## src/hdl/tkls_pkg.sv

```systemverilog
// ----------------------------------------------------------------------------
// tkls_pkg
// Shared types and constants for the streaming top-k logit selector.
// ----------------------------------------------------------------------------
package tkls_pkg;

  localparam int KEEP_W = 5;
  localparam logic [KEEP_W-1:0] KEEP_RESET = 5'd8;
  localparam int VALUE_W = 32;
  localparam int RANK_W = 4;

  typedef enum logic [1:0] {
    ST_COLLECT,
    ST_EMIT,
    ST_CLEAR
  } tkls_state_t;

  // controller -> datapath
  typedef struct packed {
    logic insert;   // rank the accepted word into the list
    logic advance;  // emit pointer steps to next entry
    logic clear;    // empty list, reset counters
  } tkls_cmd_t;

  // datapath -> controller
  typedef struct packed {
    logic emit_any;   // at least one entry to emit
    logic emit_last;  // emit pointer sits on last entry
  } tkls_stat_t;

  // Monotone unsigned key; -0 folded onto +0.
  function automatic logic [VALUE_W-1:0] order_key(input logic [VALUE_W-1:0] b);
    logic [VALUE_W-1:0] v;
    v = (b[VALUE_W-2:0] == '0) ? '0 : b;
    order_key = v[VALUE_W-1] ? ~v : (v | {1'b1, {(VALUE_W-1){1'b0}}});
  endfunction

  function automatic logic is_nan(input logic [VALUE_W-1:0] b);
    is_nan = (b[VALUE_W-2:0] > 31'h7F80_0000);
  endfunction

endpackage

```

## src/hdl/tkls_datapath.sv

```systemverilog
// ----------------------------------------------------------------------------
// tkls_datapath
// Sorted best-k register list with parallel compare-and-shift insert, plus
// index counter and emit pointer.
// ----------------------------------------------------------------------------
module tkls_datapath #(
  parameter int MAX_KEEP   = 16,
  parameter int INDEX_BITS = 18
) (
  input  logic                          clk,
  input  logic                          rst,
  input  tkls_pkg::tkls_cmd_t           cmd,
  output tkls_pkg::tkls_stat_t          stat,
  input  logic [tkls_pkg::KEEP_W-1:0]   keep_count,
  input  logic [31:0]                   logit_bits,
  output logic [INDEX_BITS-1:0]         token_index,
  output logic [31:0]                   value_bits,
  output logic [tkls_pkg::RANK_W-1:0]   rank
);
  import tkls_pkg::*;

  localparam int CW = $clog2(MAX_KEEP + 1);
  localparam int PW = (MAX_KEEP > 1) ? $clog2(MAX_KEEP) : 1;

  logic [INDEX_BITS-1:0] best_index [MAX_KEEP];
  logic [VALUE_W-1:0]    best_value [MAX_KEEP];
  logic [CW-1:0]         filled_count;
  logic [INDEX_BITS-1:0] position_counter;
  logic [CW-1:0]         emit_ptr;

  logic [CW-1:0] k_eff, n_cur;
  logic [VALUE_W-1:0] key;
  logic [MAX_KEEP-1:0] ge;     // kept entry ranks ahead of new word
  logic [CW-1:0] p;
  logic do_ins;

  always_comb begin
    if (keep_count == '0) k_eff = CW'(1);
    else if (32'(keep_count) > MAX_KEEP) k_eff = CW'(MAX_KEEP);
    else k_eff = CW'(keep_count);
    n_cur = (filled_count < k_eff) ? filled_count : k_eff;
    key = order_key(logit_bits);
    for (int i = 0; i < MAX_KEEP; i++) begin
      ge[i] = (CW'(i) < n_cur) && (order_key(best_value[i]) >= key);
    end
    // list is sorted, so ge is a prefix of ones
    p = CW'($countones(ge));
    do_ins = cmd.insert && !is_nan(logit_bits) && (p < k_eff);
  end

  always_ff @(posedge clk) begin
    for (int i = 0; i < MAX_KEEP; i++) begin
      if (do_ins && CW'(i) >= p && CW'(i) < k_eff) begin
        if (CW'(i) == p) begin
          best_index[i] <= position_counter;
          best_value[i] <= logit_bits;
        end else begin
          best_index[i] <= best_index[(i > 0) ? i-1 : 0];
          best_value[i] <= best_value[(i > 0) ? i-1 : 0];
        end
      end
    end
  end

  always_ff @(posedge clk) begin
    if (rst || cmd.clear) begin
      filled_count <= '0;
      position_counter <= '0;
      emit_ptr <= '0;
    end else begin
      if (cmd.insert) begin
        position_counter <= position_counter + 1'b1;
        if (!is_nan(logit_bits)) begin
          if (do_ins) filled_count <= (n_cur < k_eff) ? n_cur + 1'b1 : k_eff;
          else filled_count <= n_cur;
        end
      end
      if (cmd.advance) emit_ptr <= emit_ptr + 1'b1;
    end
  end

  logic [CW-1:0] n_emit;
  assign n_emit = (filled_count < k_eff) ? filled_count : k_eff;
  assign stat.emit_any  = (n_emit != '0);
  assign stat.emit_last = (emit_ptr + 1'b1 == n_emit);

  assign token_index = best_index[emit_ptr[PW-1:0]];
  assign value_bits  = best_value[emit_ptr[PW-1:0]];
  assign rank        = RANK_W'(emit_ptr);

endmodule

```

## src/hdl/tkls_ctrl.sv

```systemverilog
// ----------------------------------------------------------------------------
// tkls_ctrl
// Collect / emit / clear sequencer and output handshake.
// ----------------------------------------------------------------------------
module tkls_ctrl (
  input  logic                 clk,
  input  logic                 rst,
  input  logic                 in_valid,
  input  logic                 vector_end,
  output logic                 in_ready,
  output logic                 out_valid,
  input  logic                 out_ready,
  output logic                 run_end,
  output tkls_pkg::tkls_cmd_t  cmd,
  input  tkls_pkg::tkls_stat_t stat
);
  import tkls_pkg::*;

  tkls_state_t state, state_next;

  always_ff @(posedge clk) begin
    if (rst) state <= ST_COLLECT;
    else state <= state_next;
  end

  always_comb begin
    state_next = state;
    case (state)
      ST_COLLECT: if (in_valid && vector_end) state_next = ST_EMIT;
      ST_EMIT: begin
        if (!stat.emit_any) state_next = ST_CLEAR;
        else if (out_ready && stat.emit_last) state_next = ST_CLEAR;
      end
      ST_CLEAR: state_next = ST_COLLECT;
      default: state_next = ST_COLLECT;
    endcase
  end

  always_comb begin
    in_ready = 1'b0;
    out_valid = 1'b0;
    cmd = '0;
    case (state)
      ST_COLLECT: begin
        in_ready = 1'b1;
        cmd.insert = in_valid;
      end
      ST_EMIT: begin
        out_valid = stat.emit_any;
        cmd.advance = stat.emit_any && out_ready;
      end
      ST_CLEAR: cmd.clear = 1'b1;
      default: ;
    endcase
  end

  assign run_end = stat.emit_last;

endmodule

```

## src/hdl/top_k_logit_selector_core.sv

```systemverilog
// ----------------------------------------------------------------------------
// top_k_logit_selector_core
// Streaming top-k selection over float32 logits, emitted in rank order.
// ----------------------------------------------------------------------------
// channel | signals                                  | direction
// in      | in_valid/in_ready, logit_bits, vector_end | sink
// out     | out_valid/out_ready, token_index,        | source
//         | value_bits, rank, run_end                |
// cfg     | APB psel..prdata, keep_count at 0x0      | slave
//
// One word per cycle while collecting (parallel compare-and-shift insert).
// After vector_end: one result word per cycle while out_ready, then one
// clear cycle; input is held off over emit and clear.
// Reset: synchronous rst; list empty, keep_count = 8.
module top_k_logit_selector_core #(
  parameter int MAX_KEEP   = 16,
  parameter int INDEX_BITS = 18
) (
  input  logic                  clk,
  input  logic                  rst,
  input  logic                  in_valid,
  output logic                  in_ready,
  input  logic [31:0]           logit_bits,
  input  logic                  vector_end,
  output logic                  out_valid,
  input  logic                  out_ready,
  output logic [INDEX_BITS-1:0] token_index,
  output logic [31:0]           value_bits,
  output logic [3:0]            rank,
  output logic                  run_end,
  input  logic                  psel,
  input  logic                  penable,
  input  logic                  pwrite,
  input  logic [1:0]            paddr,
  input  logic [31:0]           pwdata,
  output logic [31:0]           prdata,
  output logic                  pready
);
  import tkls_pkg::*;

  logic [KEEP_W-1:0] keep_count;
  tkls_cmd_t  cmd;
  tkls_stat_t stat;

  assign pready = 1'b1;
  always_ff @(posedge clk) begin
    if (rst) keep_count <= KEEP_RESET;
    else if (psel && penable && pwrite && paddr == 2'd0) keep_count <= pwdata[KEEP_W-1:0];
  end
  assign prdata = (paddr == 2'd0) ? {{(32-KEEP_W){1'b0}}, keep_count} : '0;

  tkls_ctrl u_ctrl (
    .clk, .rst, .in_valid, .vector_end, .in_ready, .out_valid, .out_ready,
    .run_end, .cmd, .stat
  );

  tkls_datapath #(.MAX_KEEP(MAX_KEEP), .INDEX_BITS(INDEX_BITS)) u_dp (
    .clk, .rst, .cmd, .stat, .keep_count, .logit_bits, .token_index,
    .value_bits, .rank
  );

endmodule

```

## config.mk

```make
export PLATFORM = sky130hd
export DESIGN_NAME = top_k_logit_selector_core
export DESIGN_NICKNAME = d
export VERILOG_FILES = /design/src/hdl/tkls_pkg.sv /design/src/hdl/tkls_datapath.sv /design/src/hdl/tkls_ctrl.sv /design/src/hdl/top_k_logit_selector_core.sv
export SDC_FILE = /design/constraint.sdc
export NUM_CORES = 2
export LEC_CHECK = 0
export BUFFER_PORTS_ARGS = -buffer_cell sky130_fd_sc_hd__buf_2
export CORE_AREA = 2 2 422 424
export CTS_BUF_LIST = sky130_fd_sc_hd__clkbuf_4 sky130_fd_sc_hd__clkbuf_8
export CTS_CLUSTER_DIAMETER = 80
export DETAILED_ROUTE_END_ITERATION = 10
export DIE_AREA = 0 0 424 426
export PLACE_DENSITY_LB_ADDON = 0.12
export SLEW_MARGIN = 25
export SYNTH_ARGS = -nofsm -noshare
export SYNTH_HDL_FRONTEND = slang
export SYNTH_HIERARCHICAL = 1
export SYNTH_SLANG_ARGS = --single-unit
```

## constraint.sdc

```tcl
create_clock -name clk -period 31.1 [get_ports clk]
set_input_delay 4.665 -clock clk [delete_from_list [all_inputs] [get_ports clk]]
set_output_delay 4.665 -clock clk [all_outputs]
set_load 0.05 [all_outputs]
```

==> reports/qor.yml <==
tns_ps: 0
remaining_drc_errors: 0
htreeDepth: 4
synthArstFlopShare_pct: 0
cts_root_buf: "clkbuf_8"
wirelength_mm: 235
placedInstanceArea_mm2: 0.0646
synth_top_area_share_pct: 39.2
slowest_delay_ps: 950
fin_skew_ps: 42.5
vdd_drop_max_mv: 0.201
fin_nets: 5691
crit_fanout: 40
worstHoldPathType: "flip-flop to flip-flop"
clk_pin_slew_worst_paths_ps: 60
syn-mean-instance-area_um2: 12.1
synth_top_area_cell: "edfxtp_1"
cp.arrival_ps: 18570
grtUsageTotal_pct: 25.5
setup_viol_count_final: 0
avgRoutedWirePerCell_um: 30.9
crit_required_ps: 31720
power_per_cell_area_mw_per_mm2: 93.7
place_ws_ps: 12190
cts_resized: 0
critical_path_class: "input pin to flip-flop"
clockBufferDepth: 3
netlist_area_mm2: 0.0613
gp_congestion: 0.929
outcome: "finished, final reports clean"
timing_max_transition_violations_final: 0
ys_types: 83
port_buffers: 108
fin_ws_ps: 13160
yosys_warnings: 6
yosys_register_bits: 839
rows: 154
first_pass_iters: 5
dieArea_mm2: 0.181
vias: 44000
cts_tree: "built"
globalRouteOverflowTotal: 0
slew_headroom_pct: 24.0
final_cell_area_mm2: 0.0680
rsz0062_at_grt: "no"
tightest_slew_ps: 1130
grt_pass1_wl_mm: 328
ys.flop_type: "edfxtp_1"
period_needed_ps: 17940
drive_above_1_share_pct: 29.8
drtAntennaViolNets: 0
synth_edf_count: 800
antenna_found_initial: 27
holdWs_ps: 498
grt_max_degree: 97
drv_cap: 0
drtIter0Drc: 3800
syn_inst: 5057
synthTopCellsByArea: "edfxtp_1 (39%), mux2_2 (12%), ha_1 (10%)"
dp_hpwl_mm: 169
numCtsBuffers: 163
fmax_ghz: 0.0557
die_x_um: 424
grt_pass1_vias: 43600
finalHoldViolCount: 0
core_area_mm2: 0.176
ios: 164
period_share_pct: 57.7
vias_per_cell: 5.80
seq_area_frac_synth_pct: 40.4
startpoint_type: "input pin"
endpoint_kind: "flip-flop"
clk_latency_ps: 910
area_delta_synth_final_pct: 10.8
initial_core_util_pct: 34.9
cellLeakagePower_nw: 24.7
ctsHoldBuffers: 0
die_y_um: 426
postCtsSetupRepairBufs: 0
slowest_stage: "nor4_1"
cts.sinks: 839
registers in the layout, summed over array words and instances, names as in the netlist, named ones only:
register	cells
u_dp/best_value	512
u_dp/emit_ptr	5
u_dp/position_counter	18
u_dp/best_index	288
keep_count	5
u_ctrl/state	2
u_dp/filled_count	5
placed cells by master, fill, tap and decap left out, types with 48 or more instances in the layout:
cell      synthesis  routed
mux2_2          671     671
clkbuf_8          0     176
nand2_1         128     124
edfxtp_1        800     800
a21oi_1         165     160
xnor2_1         500     499
nor4_1          127     124
nor3_1           54      48
ha_1            495     495
clkbuf_4          0      49
buf_2            70     108
buf_4            34     144
a21o_1          107     107
mux2_4           50      50
mux4_2          250     250
o21ai_0         140     138
nand4_1         119     119
nor2_1          583     564
xor2_1           56      55
logic make-up (layout without fill, tap and decap cells):
logic type	count (synthesis)	after routing	share of synthesized area, %
AOI/OAI and AO/OA	545	545	5.57
buffers and inverters	425	585	3.05
and+or+nand+nor	1166	1166	9.01
adders and majority gates	511	511	10.5
other	2	42	0.0122
xor gates and xnor gates	556	556	7.94
muxes	1013	1013	23.5
DFF	839	839	40.4
final timing paths:
kind	start	endpoint	slack, ps	cells after the start
setup reg to reg	u_dp/best_value[11][15]	u_dp/best_value[5][29]	17420	31
setup / recovery	logit_bits[24]	u_dp/best_value[5][29]	13160	34
hold / removal	u_ctrl/state[0]	u_ctrl/state[1]	500	2
hold reg to reg	u_ctrl/state[0]	u_ctrl/state[1]	500	2
layer usage:
metal | global-route usage [%] | routed length (µm)
met5 | 0 | 12
met4 | 11.4 | 10400
met3 | 4.17 | 12400
met2 | 43.5 | 116000
met1 | 31.7 | 95800
per-stage QoR:
stage                     utilization [%]  power [mW]  std cells
after global routing                 38.7        6.69       7594
final                                38.7        6.37       7597
after detailed placement             36.8        5.21       7286
after global placement               36.7        5.18       7285
after CTS                            38.6        6.39       7582
after floorplan                         -        4.03       5083
worst max-delay path, delay by kind of cell:
| kind | cells | cell delay, ps |
|---|---|---|
| AOI/OAI and AO/OA | 8 | 2880 |
| xor gates and xnor gates | 2 | 990 |
| adders and majority gates | 9 | 4350 |
| buffers and inverters | 9 | 2770 |
| muxes | 1 | 410 |
| and+or+nand+nor | 5 | 2270 |
Yosys cell counts, types with 30 or more instances:
cell type and number:
edfxtp_1 800, mux2_2 671, nor2_1 583, xnor2_1 500, ha_1 495, mux4_2 250, clkbuf_1 198, a21oi_1 165
o21ai_0 140, nand2_1 128, nor4_1 127, nand4_1 119, a21o_1 107, buf_1 80, buf_2 70, xor2_1 56
nor3_1 54, mux2_4 50, dfxtp_1 39, nor2b_1 38, buf_4 34, nand3_1 30
power breakdown:
part	leakage, nW	internal, mW	switching, mW
Combinational	15.2	1.22	1.99
Clock	1.73	0.616	0.533
Sequential	7.79	1.71	0.291
area by class of cell:
type                    count  area [µm²]
fillers                 17200      108000
clock buffers             225        2790
repair buffers            256        1700
diodes                     14        35.0
well taps                2340        2930
flip-flops and latches    839       24800
multi-input cells        3819       35100
clock inverters            71         492
inverters                  33         124
Power figures use the tool's default switching activity.
